### src/rtl/core/pcxd_pkg.sv
// Shared types and constants of the PCX RLE image decoder.
// Used by the front, queue, back, top level and checker; no dependencies.
package pcxd_pkg;

    localparam int unsigned BYTE_W       = 8;
    localparam int unsigned SIZE_W       = 24;
    localparam int unsigned DIM_W        = 17;
    localparam int unsigned MAX_W        = 16;
    localparam int unsigned PIX_LEFT_W   = 33;
    localparam int unsigned RUN_W        = 6;
    localparam int unsigned KIND_W       = 2;
    localparam int unsigned ERR_W        = 2;
    localparam int unsigned IN_DATA_W    = 8;
    localparam int unsigned OUT_FIELDS_W = 76;
    localparam int unsigned OUT_DATA_W   = 80;

    localparam int unsigned RUN_BASE     = 192;
    localparam int unsigned PAL_BYTES    = 256 * 3;
    localparam int unsigned HEADER_BYTES = 128;

    localparam int unsigned QUEUE_DEPTH  = 4;

    localparam logic [KIND_W-1:0] KIND_SIZE    = 2'd0;
    localparam logic [KIND_W-1:0] KIND_PIXEL   = 2'd1;
    localparam logic [KIND_W-1:0] KIND_PALETTE = 2'd2;
    localparam logic [KIND_W-1:0] KIND_ERROR   = 2'd3;

    localparam logic [ERR_W-1:0] ERR_FORMAT = 2'd0;
    localparam logic [ERR_W-1:0] ERR_RUN    = 2'd1;
    localparam logic [ERR_W-1:0] ERR_SHORT  = 2'd2;

    // One command from the front: a size, a palette entry, an error, or a
    // group of identical pixels that may end in a run overflow error.
    typedef struct packed {
        logic [KIND_W-1:0] kind;
        logic [RUN_W-1:0]  count;
        logic              err_after;
        logic [ERR_W-1:0]  err_code;
        logic [BYTE_W-1:0] pix;
        logic [DIM_W-1:0]  width;
        logic [DIM_W-1:0]  height;
        logic [BYTE_W-1:0] idx;
        logic [BYTE_W-1:0] red;
        logic [BYTE_W-1:0] green;
        logic [BYTE_W-1:0] blue;
    } cmd_t;

    typedef struct packed {
        logic valid;
        cmd_t cmd;
    } cmd_slot_t;

endpackage

### src/rtl/core/pcx_rle_image_decoder.sv
// Top level of the PCX RLE image decoder: front, command queue and back.
// Depends on pcxd_pkg, pcxd_front, pcxd_queue and pcxd_back.
//
// Feed a PCX file one byte per item, with s_tuser high on its first byte, after
// writing the file length on the cfg channel. While the command queue is not
// full, the block accepts one byte per clock for header, literal, skipped and
// palette bytes. A run byte gives nothing itself; the byte after it yields 0 to
// 63 pixel items, which leave the back part at one per clock through its output
// register while m_tready is high; the front keeps accepting bytes until the
// command queue (QUEUE_DEPTH entries, default 4) is full. Results carry
// their kind in m_tuser and tlast marks the final result caused by one byte.
// Errors stop the file until the next start byte. No clearing pass after reset.
module pcx_rle_image_decoder
#(
    parameter int unsigned QUEUE_DEPTH = pcxd_pkg::QUEUE_DEPTH
)
(
    input  logic                                clk,
    input  logic                                rst_n,
    input  logic                                cfg_valid,
    output logic                                cfg_ready,
    input  logic [pcxd_pkg::SIZE_W-1:0]         cfg_data,      // file_size
    input  logic                                s_tvalid,
    output logic                                s_tready,
    input  logic [pcxd_pkg::IN_DATA_W-1:0]      s_tdata,       // data_byte
    input  logic [0:0]                          s_tuser,       // file_start
    output logic                                m_tvalid,
    input  logic                                m_tready,
    // pixel_value, image_width, image_height, palette_index, red, green,
    // blue, error_code, zero fill
    output logic [pcxd_pkg::OUT_DATA_W-1:0]     m_tdata,
    output logic [pcxd_pkg::KIND_W-1:0]         m_tuser,       // result_kind
    output logic                                m_tlast
);

    pcxd_pkg::cmd_slot_t push;
    pcxd_pkg::cmd_slot_t head;
    logic                full;
    logic                pop;

    assign s_tready = !full;

    pcxd_front u_front
    (
        .clk       (clk),
        .rst_n     (rst_n),
        .cfg_valid (cfg_valid),
        .cfg_ready (cfg_ready),
        .cfg_data  (cfg_data),
        .in_accept (s_tvalid && s_tready),
        .in_byte   (s_tdata),
        .in_start  (s_tuser[0]),
        .push      (push)
    );

    pcxd_queue #(.DEPTH(QUEUE_DEPTH)) u_queue
    (
        .clk   (clk),
        .rst_n (rst_n),
        .push  (push),
        .pop   (pop),
        .full  (full),
        .head  (head)
    );

    pcxd_back u_back
    (
        .clk      (clk),
        .rst_n    (rst_n),
        .head     (head),
        .pop      (pop),
        .m_tvalid (m_tvalid),
        .m_tready (m_tready),
        .m_tdata  (m_tdata),
        .m_tuser  (m_tuser),
        .m_tlast  (m_tlast)
    );

endmodule

### src/rtl/core/pcxd_front.sv
// Front part: parses header, RLE pixel data and palette bytes into commands.
// Depends on pcxd_pkg; holds the file_size configuration register.
module pcxd_front
(
    input  logic                           clk,
    input  logic                           rst_n,
    input  logic                           cfg_valid,
    output logic                           cfg_ready,
    input  logic [pcxd_pkg::SIZE_W-1:0]    cfg_data,
    input  logic                           in_accept,
    input  logic [pcxd_pkg::BYTE_W-1:0]    in_byte,
    input  logic                           in_start,
    output pcxd_pkg::cmd_slot_t            push
);

    localparam logic [2:0] PH_HEADER  = 3'd0;
    localparam logic [2:0] PH_PIXELS  = 3'd1;
    localparam logic [2:0] PH_SKIP    = 3'd2;
    localparam logic [2:0] PH_PALETTE = 3'd3;
    localparam logic [2:0] PH_DONE    = 3'd4;

    localparam int unsigned SW = pcxd_pkg::SIZE_W;
    localparam int unsigned PW = pcxd_pkg::PIX_LEFT_W;

    localparam logic [SW-1:0] POS_ENCODING = SW'(2);
    localparam logic [SW-1:0] POS_BPP      = SW'(3);
    localparam logic [SW-1:0] POS_XMAX_LO  = SW'(8);
    localparam logic [SW-1:0] POS_XMAX_HI  = SW'(9);
    localparam logic [SW-1:0] POS_YMAX_LO  = SW'(10);
    localparam logic [SW-1:0] POS_YMAX_HI  = SW'(11);
    localparam logic [SW-1:0] POS_PLANES   = SW'(65);
    localparam logic [SW-1:0] POS_HDR_END  = SW'(pcxd_pkg::HEADER_BYTES - 1);
    localparam logic [SW-1:0] MIN_FILE     = SW'(pcxd_pkg::HEADER_BYTES + pcxd_pkg::PAL_BYTES);
    localparam logic [SW-1:0] PAL_LEN      = SW'(pcxd_pkg::PAL_BYTES);
    localparam logic [7:0]    ENC_RLE      = 8'd1;
    localparam logic [7:0]    BPP_EIGHT    = 8'd8;
    localparam logic [7:0]    PLANES_ONE   = 8'd1;
    localparam logic [7:0]    RUN_MARK     = 8'(pcxd_pkg::RUN_BASE);
    localparam logic [7:0]    LAST_ENTRY   = 8'd255;

    logic [SW-1:0]                   file_size_reg;
    logic [2:0]                      phase_reg, phase_next;
    logic [SW-1:0]                   byte_pos_reg, byte_pos_next;
    logic [pcxd_pkg::MAX_W-1:0]      wmax_reg, wmax_next;
    logic [pcxd_pkg::MAX_W-1:0]      hmax_reg, hmax_next;
    logic                            format_ok_reg, format_ok_next;
    logic [PW-1:0]                   pix_left_reg, pix_left_next;
    logic [pcxd_pkg::RUN_W-1:0]      run_len_reg, run_len_next;
    logic                            run_pend_reg, run_pend_next;
    logic [15:0]                     colour_reg, colour_next;
    logic [1:0]                      cbyte_reg, cbyte_next;
    logic [7:0]                      entry_reg, entry_next;
    logic                            failed_reg, failed_next;

    logic [SW-1:0]                   pos;
    logic [SW-1:0]                   pal_start;
    logic [pcxd_pkg::DIM_W-1:0]      img_w, img_h;
    logic [2*pcxd_pkg::DIM_W-1:0]    img_area;
    logic [pcxd_pkg::RUN_W-1:0]      take;
    logic                            overflow;

    assign cfg_ready = 1'b1;

    always_ff @(posedge clk or negedge rst_n)
    begin
        if (!rst_n)
        begin
            file_size_reg <= '0;
            phase_reg     <= PH_HEADER;
            byte_pos_reg  <= '0;
            wmax_reg      <= '0;
            hmax_reg      <= '0;
            format_ok_reg <= 1'b1;
            pix_left_reg  <= '0;
            run_len_reg   <= '0;
            run_pend_reg  <= 1'b0;
            colour_reg    <= '0;
            cbyte_reg     <= '0;
            entry_reg     <= '0;
            failed_reg    <= 1'b0;
        end
        else
        begin
            if (cfg_valid)
            begin
                file_size_reg <= cfg_data;
            end
            phase_reg     <= phase_next;
            byte_pos_reg  <= byte_pos_next;
            wmax_reg      <= wmax_next;
            hmax_reg      <= hmax_next;
            format_ok_reg <= format_ok_next;
            pix_left_reg  <= pix_left_next;
            run_len_reg   <= run_len_next;
            run_pend_reg  <= run_pend_next;
            colour_reg    <= colour_next;
            cbyte_reg     <= cbyte_next;
            entry_reg     <= entry_next;
            failed_reg    <= failed_next;
        end
    end

    assign pal_start = (file_size_reg >= PAL_LEN) ? file_size_reg - PAL_LEN : '0;
    assign img_w     = {1'b0, wmax_reg} + pcxd_pkg::DIM_W'(1);
    assign img_h     = {1'b0, hmax_reg} + pcxd_pkg::DIM_W'(1);
    assign img_area  = img_w * img_h;

    always_comb
    begin
        phase_next     = phase_reg;
        byte_pos_next  = byte_pos_reg;
        wmax_next      = wmax_reg;
        hmax_next      = hmax_reg;
        format_ok_next = format_ok_reg;
        pix_left_next  = pix_left_reg;
        run_len_next   = run_len_reg;
        run_pend_next  = run_pend_reg;
        colour_next    = colour_reg;
        cbyte_next     = cbyte_reg;
        entry_next     = entry_reg;
        failed_next    = failed_reg;
        push           = '0;
        pos            = '0;
        take           = '0;
        overflow       = 1'b0;

        if (in_accept)
        begin
            if (in_start)
            begin
                phase_next     = PH_HEADER;
                byte_pos_next  = '0;
                wmax_next      = '0;
                hmax_next      = '0;
                format_ok_next = 1'b1;
                pix_left_next  = '0;
                run_len_next   = '0;
                run_pend_next  = 1'b0;
                colour_next    = '0;
                cbyte_next     = '0;
                entry_next     = '0;
                failed_next    = 1'b0;
            end

            if (!failed_next && phase_next != PH_DONE)
            begin
                pos = byte_pos_next;
                if (pos != '1)
                begin
                    byte_pos_next = pos + SW'(1);
                end

                unique case (phase_next)
                    PH_HEADER:
                    begin
                        if (pos == POS_ENCODING && in_byte != ENC_RLE)
                            format_ok_next = 1'b0;
                        if (pos == POS_BPP && in_byte != BPP_EIGHT)
                            format_ok_next = 1'b0;
                        if (pos == POS_PLANES && in_byte != PLANES_ONE)
                            format_ok_next = 1'b0;
                        if (pos == POS_XMAX_LO) wmax_next[7:0]  = in_byte;
                        if (pos == POS_XMAX_HI) wmax_next[15:8] = in_byte;
                        if (pos == POS_YMAX_LO) hmax_next[7:0]  = in_byte;
                        if (pos == POS_YMAX_HI) hmax_next[15:8] = in_byte;
                        if (pos == POS_HDR_END)
                        begin
                            push.valid = 1'b1;
                            if (!format_ok_next || file_size_reg < MIN_FILE)
                            begin
                                push.cmd.kind     = pcxd_pkg::KIND_ERROR;
                                push.cmd.err_code = format_ok_next ? pcxd_pkg::ERR_SHORT
                                                                   : pcxd_pkg::ERR_FORMAT;
                                failed_next       = 1'b1;
                                phase_next        = PH_DONE;
                            end
                            else
                            begin
                                push.cmd.kind   = pcxd_pkg::KIND_SIZE;
                                push.cmd.width  = img_w;
                                push.cmd.height = img_h;
                                pix_left_next   = img_area[PW-1:0];
                                phase_next      = PH_PIXELS;
                            end
                        end
                    end

                    PH_PIXELS:
                    begin
                        if (pos >= pal_start)
                        begin
                            push.valid        = 1'b1;
                            push.cmd.kind     = pcxd_pkg::KIND_ERROR;
                            push.cmd.err_code = pcxd_pkg::ERR_SHORT;
                            failed_next       = 1'b1;
                            phase_next        = PH_DONE;
                        end
                        else if (run_pend_next)
                        begin
                            // clip the run to what still fits in the image
                            take = (PW'(run_len_next) > pix_left_next)
                                 ? pix_left_next[pcxd_pkg::RUN_W-1:0] : run_len_next;
                            overflow          = run_len_next != take;
                            pix_left_next     = pix_left_next - PW'(take);
                            run_pend_next     = 1'b0;
                            run_len_next      = '0;
                            push.valid        = (take != '0) || overflow;
                            push.cmd.kind     = pcxd_pkg::KIND_PIXEL;
                            push.cmd.count    = take;
                            push.cmd.err_after = overflow;
                            push.cmd.err_code = pcxd_pkg::ERR_RUN;
                            push.cmd.pix      = in_byte;
                            if (overflow)
                            begin
                                failed_next = 1'b1;
                                phase_next  = PH_DONE;
                            end
                            else if (pix_left_next == '0)
                            begin
                                phase_next = PH_SKIP;
                            end
                        end
                        else if (in_byte >= RUN_MARK)
                        begin
                            run_len_next  = pcxd_pkg::RUN_W'(in_byte - RUN_MARK);
                            run_pend_next = 1'b1;
                        end
                        else
                        begin
                            push.valid     = 1'b1;
                            push.cmd.kind  = pcxd_pkg::KIND_PIXEL;
                            push.cmd.count = pcxd_pkg::RUN_W'(1);
                            push.cmd.pix   = in_byte;
                            pix_left_next  = pix_left_next - PW'(1);
                            if (pix_left_next == '0)
                            begin
                                phase_next = PH_SKIP;
                            end
                        end
                    end

                    PH_SKIP, PH_PALETTE:
                    begin
                        if (phase_next == PH_PALETTE || pos >= pal_start)
                        begin
                            phase_next = PH_PALETTE;
                            unique case (cbyte_next)
                                2'd0:
                                begin
                                    colour_next[7:0] = in_byte;
                                    cbyte_next       = 2'd1;
                                end
                                2'd1:
                                begin
                                    colour_next[15:8] = in_byte;
                                    cbyte_next        = 2'd2;
                                end
                                default:
                                begin
                                    push.valid     = 1'b1;
                                    push.cmd.kind  = pcxd_pkg::KIND_PALETTE;
                                    push.cmd.idx   = entry_next;
                                    push.cmd.red   = colour_next[7:0];
                                    push.cmd.green = colour_next[15:8];
                                    push.cmd.blue  = in_byte;
                                    cbyte_next     = 2'd0;
                                    if (entry_next == LAST_ENTRY)
                                    begin
                                        phase_next = PH_DONE;
                                    end
                                    entry_next = entry_next + 8'd1;
                                end
                            endcase
                        end
                    end

                    default:
                    begin
                    end
                endcase
            end
        end
    end

endmodule

### src/rtl/core/pcxd_queue.sv
// Short command queue between the parsing front and the expanding back.
// Depends on pcxd_pkg for the command type.
module pcxd_queue
#(
    parameter int unsigned DEPTH = pcxd_pkg::QUEUE_DEPTH
)
(
    input  logic                clk,
    input  logic                rst_n,
    input  pcxd_pkg::cmd_slot_t push,
    input  logic                pop,
    output logic                full,
    output pcxd_pkg::cmd_slot_t head
);

    localparam int unsigned PTR_W = $clog2(DEPTH);
    localparam int unsigned CNT_W = $clog2(DEPTH + 1);

    pcxd_pkg::cmd_t   mem [DEPTH];
    logic [PTR_W-1:0] wr_ptr_reg, wr_ptr_next;
    logic [PTR_W-1:0] rd_ptr_reg, rd_ptr_next;
    logic [CNT_W-1:0] count_reg, count_next;
    logic             do_push, do_pop;

    assign full       = count_reg == CNT_W'(DEPTH);
    assign head.valid = count_reg != '0;
    assign head.cmd   = mem[rd_ptr_reg];
    assign do_push    = push.valid && !full;
    assign do_pop     = pop && head.valid;

    always_comb
    begin
        wr_ptr_next = wr_ptr_reg;
        rd_ptr_next = rd_ptr_reg;
        count_next  = count_reg;
        if (do_push)
        begin
            wr_ptr_next = (wr_ptr_reg == PTR_W'(DEPTH - 1)) ? '0 : wr_ptr_reg + PTR_W'(1);
        end
        if (do_pop)
        begin
            rd_ptr_next = (rd_ptr_reg == PTR_W'(DEPTH - 1)) ? '0 : rd_ptr_reg + PTR_W'(1);
        end
        if (do_push && !do_pop)
            count_next = count_reg + CNT_W'(1);
        else if (do_pop && !do_push)
            count_next = count_reg - CNT_W'(1);
    end

    always_ff @(posedge clk or negedge rst_n)
    begin
        if (!rst_n)
        begin
            wr_ptr_reg <= '0;
            rd_ptr_reg <= '0;
            count_reg  <= '0;
        end
        else
        begin
            wr_ptr_reg <= wr_ptr_next;
            rd_ptr_reg <= rd_ptr_next;
            count_reg  <= count_next;
        end
    end

    always_ff @(posedge clk)
    begin
        if (do_push)
        begin
            mem[wr_ptr_reg] <= push.cmd;
        end
    end

endmodule

### src/rtl/core/pcxd_back.sv
// Back part: expands queued commands into result items, one per cycle when
// not stalled, through a registered output stage. Depends on pcxd_pkg.
module pcxd_back
(
    input  logic                                clk,
    input  logic                                rst_n,
    input  pcxd_pkg::cmd_slot_t                 head,
    output logic                                pop,
    output logic                                m_tvalid,
    input  logic                                m_tready,
    output logic [pcxd_pkg::OUT_DATA_W-1:0]     m_tdata,
    output logic [pcxd_pkg::KIND_W-1:0]         m_tuser,
    output logic                                m_tlast
);

    pcxd_pkg::cmd_t                  act_reg, act_next;
    logic                            act_valid_reg, act_valid_next;
    logic                            out_valid_reg, out_valid_next;
    logic [pcxd_pkg::OUT_DATA_W-1:0] out_data_reg, out_data_next;
    logic [pcxd_pkg::KIND_W-1:0]     out_kind_reg, out_kind_next;
    logic                            out_last_reg, out_last_next;

    logic                            out_free;
    logic                            emit;
    logic                            done;
    logic [pcxd_pkg::KIND_W-1:0]     emit_kind;
    logic [pcxd_pkg::BYTE_W-1:0]     emit_pix;
    logic [pcxd_pkg::ERR_W-1:0]      emit_err;

    assign out_free = !out_valid_reg || m_tready;
    assign emit     = act_valid_reg && out_free;
    assign pop      = head.valid && (!act_valid_reg || (emit && done));

    always_comb
    begin
        emit_kind     = act_reg.kind;
        done          = 1'b1;
        out_last_next = 1'b1;
        act_next      = act_reg;
        if (act_reg.kind == pcxd_pkg::KIND_PIXEL)
        begin
            if (act_reg.count != '0)
            begin
                done           = (act_reg.count == pcxd_pkg::RUN_W'(1)) && !act_reg.err_after;
                out_last_next  = done;
                act_next.count = act_reg.count - pcxd_pkg::RUN_W'(1);
            end
            else
            begin
                // run ran past the image: trailing error after its pixels
                emit_kind = pcxd_pkg::KIND_ERROR;
            end
        end
        emit_pix = (emit_kind == pcxd_pkg::KIND_PIXEL) ? act_reg.pix : '0;
        emit_err = (emit_kind == pcxd_pkg::KIND_ERROR) ? act_reg.err_code : '0;

        if (pop)
            act_next = head.cmd;
        else if (!emit)
            act_next = act_reg;

        act_valid_next = pop ? 1'b1 : (emit && done) ? 1'b0 : act_valid_reg;

        out_valid_next = emit ? 1'b1 : (m_tready ? 1'b0 : out_valid_reg);
        out_kind_next  = emit ? emit_kind : out_kind_reg;
        out_data_next  = emit
                       ? pcxd_pkg::OUT_DATA_W'({emit_err, act_reg.blue, act_reg.green,
                                                act_reg.red, act_reg.idx, act_reg.height,
                                                act_reg.width, emit_pix})
                       : out_data_reg;
        if (!emit)
            out_last_next = out_last_reg;
    end

    always_ff @(posedge clk or negedge rst_n)
    begin
        if (!rst_n)
        begin
            act_valid_reg <= 1'b0;
            out_valid_reg <= 1'b0;
        end
        else
        begin
            act_valid_reg <= act_valid_next;
            out_valid_reg <= out_valid_next;
        end
    end

    always_ff @(posedge clk)
    begin
        act_reg      <= act_next;
        out_data_reg <= out_data_next;
        out_kind_reg <= out_kind_next;
        out_last_reg <= out_last_next;
    end

    assign m_tvalid = out_valid_reg;
    assign m_tdata  = out_data_reg;
    assign m_tuser  = out_kind_reg;
    assign m_tlast  = out_last_reg;

endmodule

### config.mk
export PLATFORM = sky130hd
export DESIGN_NAME = pcx_rle_image_decoder
export DESIGN_NICKNAME = d
export VERILOG_FILES = /design/src/rtl/core/pcxd_pkg.sv /design/src/rtl/core/pcx_rle_image_decoder.sv /design/src/rtl/core/pcxd_front.sv /design/src/rtl/core/pcxd_queue.sv /design/src/rtl/core/pcxd_back.sv
export SDC_FILE = /design/constraint.sdc
export NUM_CORES = 2
export LEC_CHECK = 0
export BUFFER_PORTS_ARGS = -buffer_cell sky130_fd_sc_hd__clkbuf_2
export CAP_MARGIN = 20
export CELL_PAD_IN_SITES_DETAIL_PLACEMENT = 0
export CELL_PAD_IN_SITES_GLOBAL_PLACEMENT = 1
export CORE_ASPECT_RATIO = 0.8
export CORE_MARGIN = 4
export CORE_UTILIZATION = 54
export DETAILED_ROUTE_END_ITERATION = 10
export PLACE_DENSITY_LB_ADDON = 0.25
export SYNTH_ARGS = -nofsm -noshare
export SYNTH_HDL_FRONTEND = slang
export SYNTH_HIERARCHICAL = 1
export SYNTH_SLANG_ARGS = --single-unit
export TNS_END_PERCENT = 10
### constraint.sdc
create_clock -name clk -period 19.3 [get_ports clk]
set_input_delay 1.93 -clock clk [delete_from_list [all_inputs] [get_ports clk]]
set_output_delay 1.93 -clock clk [all_outputs]
set_load 0.005 [all_outputs]
==> flow_metrics.tcl <==
set metrics [dict create \
    fmax_mhz 110 \
    timing.rr.end "u_front/pix_left_reg[32]" \
    synth_common_cells "edfxtp_1 (504), nand2_1 (341), nor2_1 (331), inv_1 (326), fa_1 (225)" \
    hold_viol 0 \
    peakVddDrop_mv 0.100 \
    crit_arrival_ns 9.62 \
    r2r_setup_slack_ns 10.19 \
    routed_via_density 5.99 \
    skew_ns 0.0328 \
    critical_path.endpoint_type "flip-flop" \
    startpoint "u_front/wmax_reg[0]" \
    yosysUniqueCellTypes 103 \
    die_w_um 315 \
    post_cts_buffers 0 \
    period_share_pct 47.2 \
    first_pass_iters 6 \
    largest_reg_flops 340 \
    grt_max_degree 119 \
    critPathRequiredTime_ns 19.81 \
    grt_pass1_wl_um 172000 \
    max_cap_viol_count 0 \
    ant_nets 0 \
    rsz0062_at_grt "no" \
    tns_ns 0 \
    synth_area_leaders "edfxtp_1 (37%), fa_1 (11%), dfrtp_1 (9.8%), ha_1 (4.8%), mux4_2 (4.7%)" \
    area_growth_pct 9.31 \
    yosys_warnings 6 \
    dp.cells 4512 \
    synth.cell_area_um2 40700 \
    antenna_found_initial 3 \
    instances_no_fill 4641 \
    fp-row-count 89 \
    yosys.area.top_type "edfxtp_1" \
    synth_seq_cells 664 \
    routed_wirelength_um 113000 \
    reg2reg_from "u_front/wmax_reg[0]" \
    power_density_nw_per_um2 110 \
    cts_max_level 3 \
    worst-path-buf-inv 4 \
    drc 0 \
    path_depth 30 \
    diodes 0 \
    yosysMostFrequentCell "edfxtp_1" \
    critPathTopFamily "adder cells" \
    slew_headroom_pct 19.5 \
    finish.net_count 4006 \
    globalplace.congestion 0.992 \
    die-height_um 253 \
    grt-ovfl-total 0 \
    cts_buffer_depth 3 \
    cpMostUsedCell "fa_1" \
    port_buffers 118 \
    pin_count 124 \
    critPathMaxStageDelay_ns 0.78 \
    start_util_pct 54.8 \
    yosys_most_used_dff "edfxtp_1" \
    outcome "finished, final reports clean" \
    ys_async_sr_fraction_pct 24.1 \
    drtIter0Drc 2907 \
    synth_edf_count 504 \
    r2r_cells 30 \
    die_area_um2 79800 \
    start_kind "flip-flop" \
    first_global_vias 27575 \
    cts_tree "built" \
    power.total_w 0.00491 \
    worst_slew_pin_slew_ns 1.19 \
    via_count 27817 \
    ctsHoldBuffers 0 \
    setup_viol 0 \
    numCtsBuffers 68 \
    ys_seq_area_share_pct 47.1 \
    endpoint "u_front/pix_left_reg[32]" \
    fp.coreArea_um2 74200 \
    drive_above_1_share_pct 12.7 \
    hold_depth 0 \
    grt_use_total_pct 28.7 \
    critPathKind "flip-flop to flip-flop" \
    syn-instance-count 3503 \
    clk_latency_ns 0.62 \
    post-route-min-period_ns 9.11 \
    min_path_type "flip-flop to flip-flop" \
    wl_per_cell_um 24.3 \
    worstPathMaxFanout 22 \
    p_leak_nw 18.5 \
    dp_hpwl_um 81800 \
    avgSynthCellArea_um2 11.6 \
    cts_resized 0 \
    slew_violations 0 \
    worst_path_max_delay_cell "xnor2_2" \
    clock_sinks 664 \
    clkSlewWorstSetupHoldPaths_ns 0.07 \
    root_buffer "clkbuf_16" \
    yosysTopAreaCellShare_pct 37.2 \
]
## through the flow
step / utilization, % / hold slack, ns / instance area [µm²] / worst slack [ns]
floorplan: - / 0.400 / 40700 / 11.13
global placement: 56.8 / 0.401 / 42100 / 10.54
detailed placement: 56.8 / 0.405 / 42200 / 10.41
CTS: 59.8 / 0.407 / 44300 / 10.37
global route: 59.9 / 0.421 / 44400 / 9.87
finish: 59.9 / 0.412 / 44400 / 10.19
## cell type report
class	count	area [µm²]
Inverter	327	1230
Clock buffer	94	1880
Tap cell	1001	1250
Timing Repair Buffer	197	1260
Multi-Input combinational cell	2328	19400
Fill cell	5979	29700
Clock inverter	30	314
Sequential cell	664	19100
## report_power, final
group | leakage, nW | switching, W | internal [W]
logic | 10.4 | 0.000922 | 0.000612
clock network | 1.06 | 0.000555 | 0.000731
registers | 7.05 | 0.000217 | 0.00187
## metal layers
metal	wire length, µm	global-route usage (%)	vias to the layer above
met5	13	0	-
met3	12800	9.07	131
li1	-	-	12346
met2	47800	40.5	1293
met4	1990	5.66	2
met1	50200	43.9	14045
## logic make-up (layout without fill, tap and decap cells)
logic type                 Yosys count  in the layout  synth area share (%)
and+or+nand+nor                   1168           1168                  13.8
adders and majority gates          383            383                  15.9
other                                2              5                0.0185
muxes                              133            133                  6.03
DFF                                664            664                  47.1
buffers and inverters              514            648                  5.50
xor gates and xnor gates           158            158                  3.40
AOI/OAI and AO/OA                  481            481                  8.20
## layout by cell type, fill, tap and decap left out, types with 14 or more instances in the layout
cell,Yosys,routed
a211oi_1,15,15
a21o_1,22,22
a21oi_1,101,101
a22o_1,60,60
a31oi_1,17,17
and2_1,159,154
and3_1,43,43
buf_4,18,76
clkbuf_1,123,18
clkbuf_16,0,68
clkbuf_2,0,116
dfrtp_1,159,157
edfxtp_1,504,504
fa_1,225,225
ha_1,157,157
inv_1,326,326
mux2_2,30,30
mux4_2,85,85
nand2_1,341,340
nand2b_1,42,42
nand3_1,39,39
nand4_1,21,21
nor2_1,331,330
nor2b_1,54,53
nor3_1,49,49
nor4_1,36,35
o211ai_1,14,14
o21a_1,15,15
o21ai_0,91,91
o22ai_1,30,30
or3_1,16,16
xnor2_1,87,82
xor2_1,71,71
## worst min-delay path by stage
stage / start / to / slack [ns]
2_1_floorplan: u_back/act_reg[51] / u_back/m_tdata[10] / 0.40
3_3_place_gp: u_back/act_reg[43] / u_back/m_tdata[36] / 0.40
3_5_place_dp: u_back/act_reg[52] / u_back/m_tdata[11] / 0.41
4_1_cts: u_back/act_reg[65] / u_back/m_tdata[24] / 0.41
5_1_grt: u_back/act_reg[61] / u_back/m_tdata[20] / 0.42
6_report: u_back/act_reg[65] / u_back/m_tdata[24] / 0.41
Power figures use the tool's default switching activity.
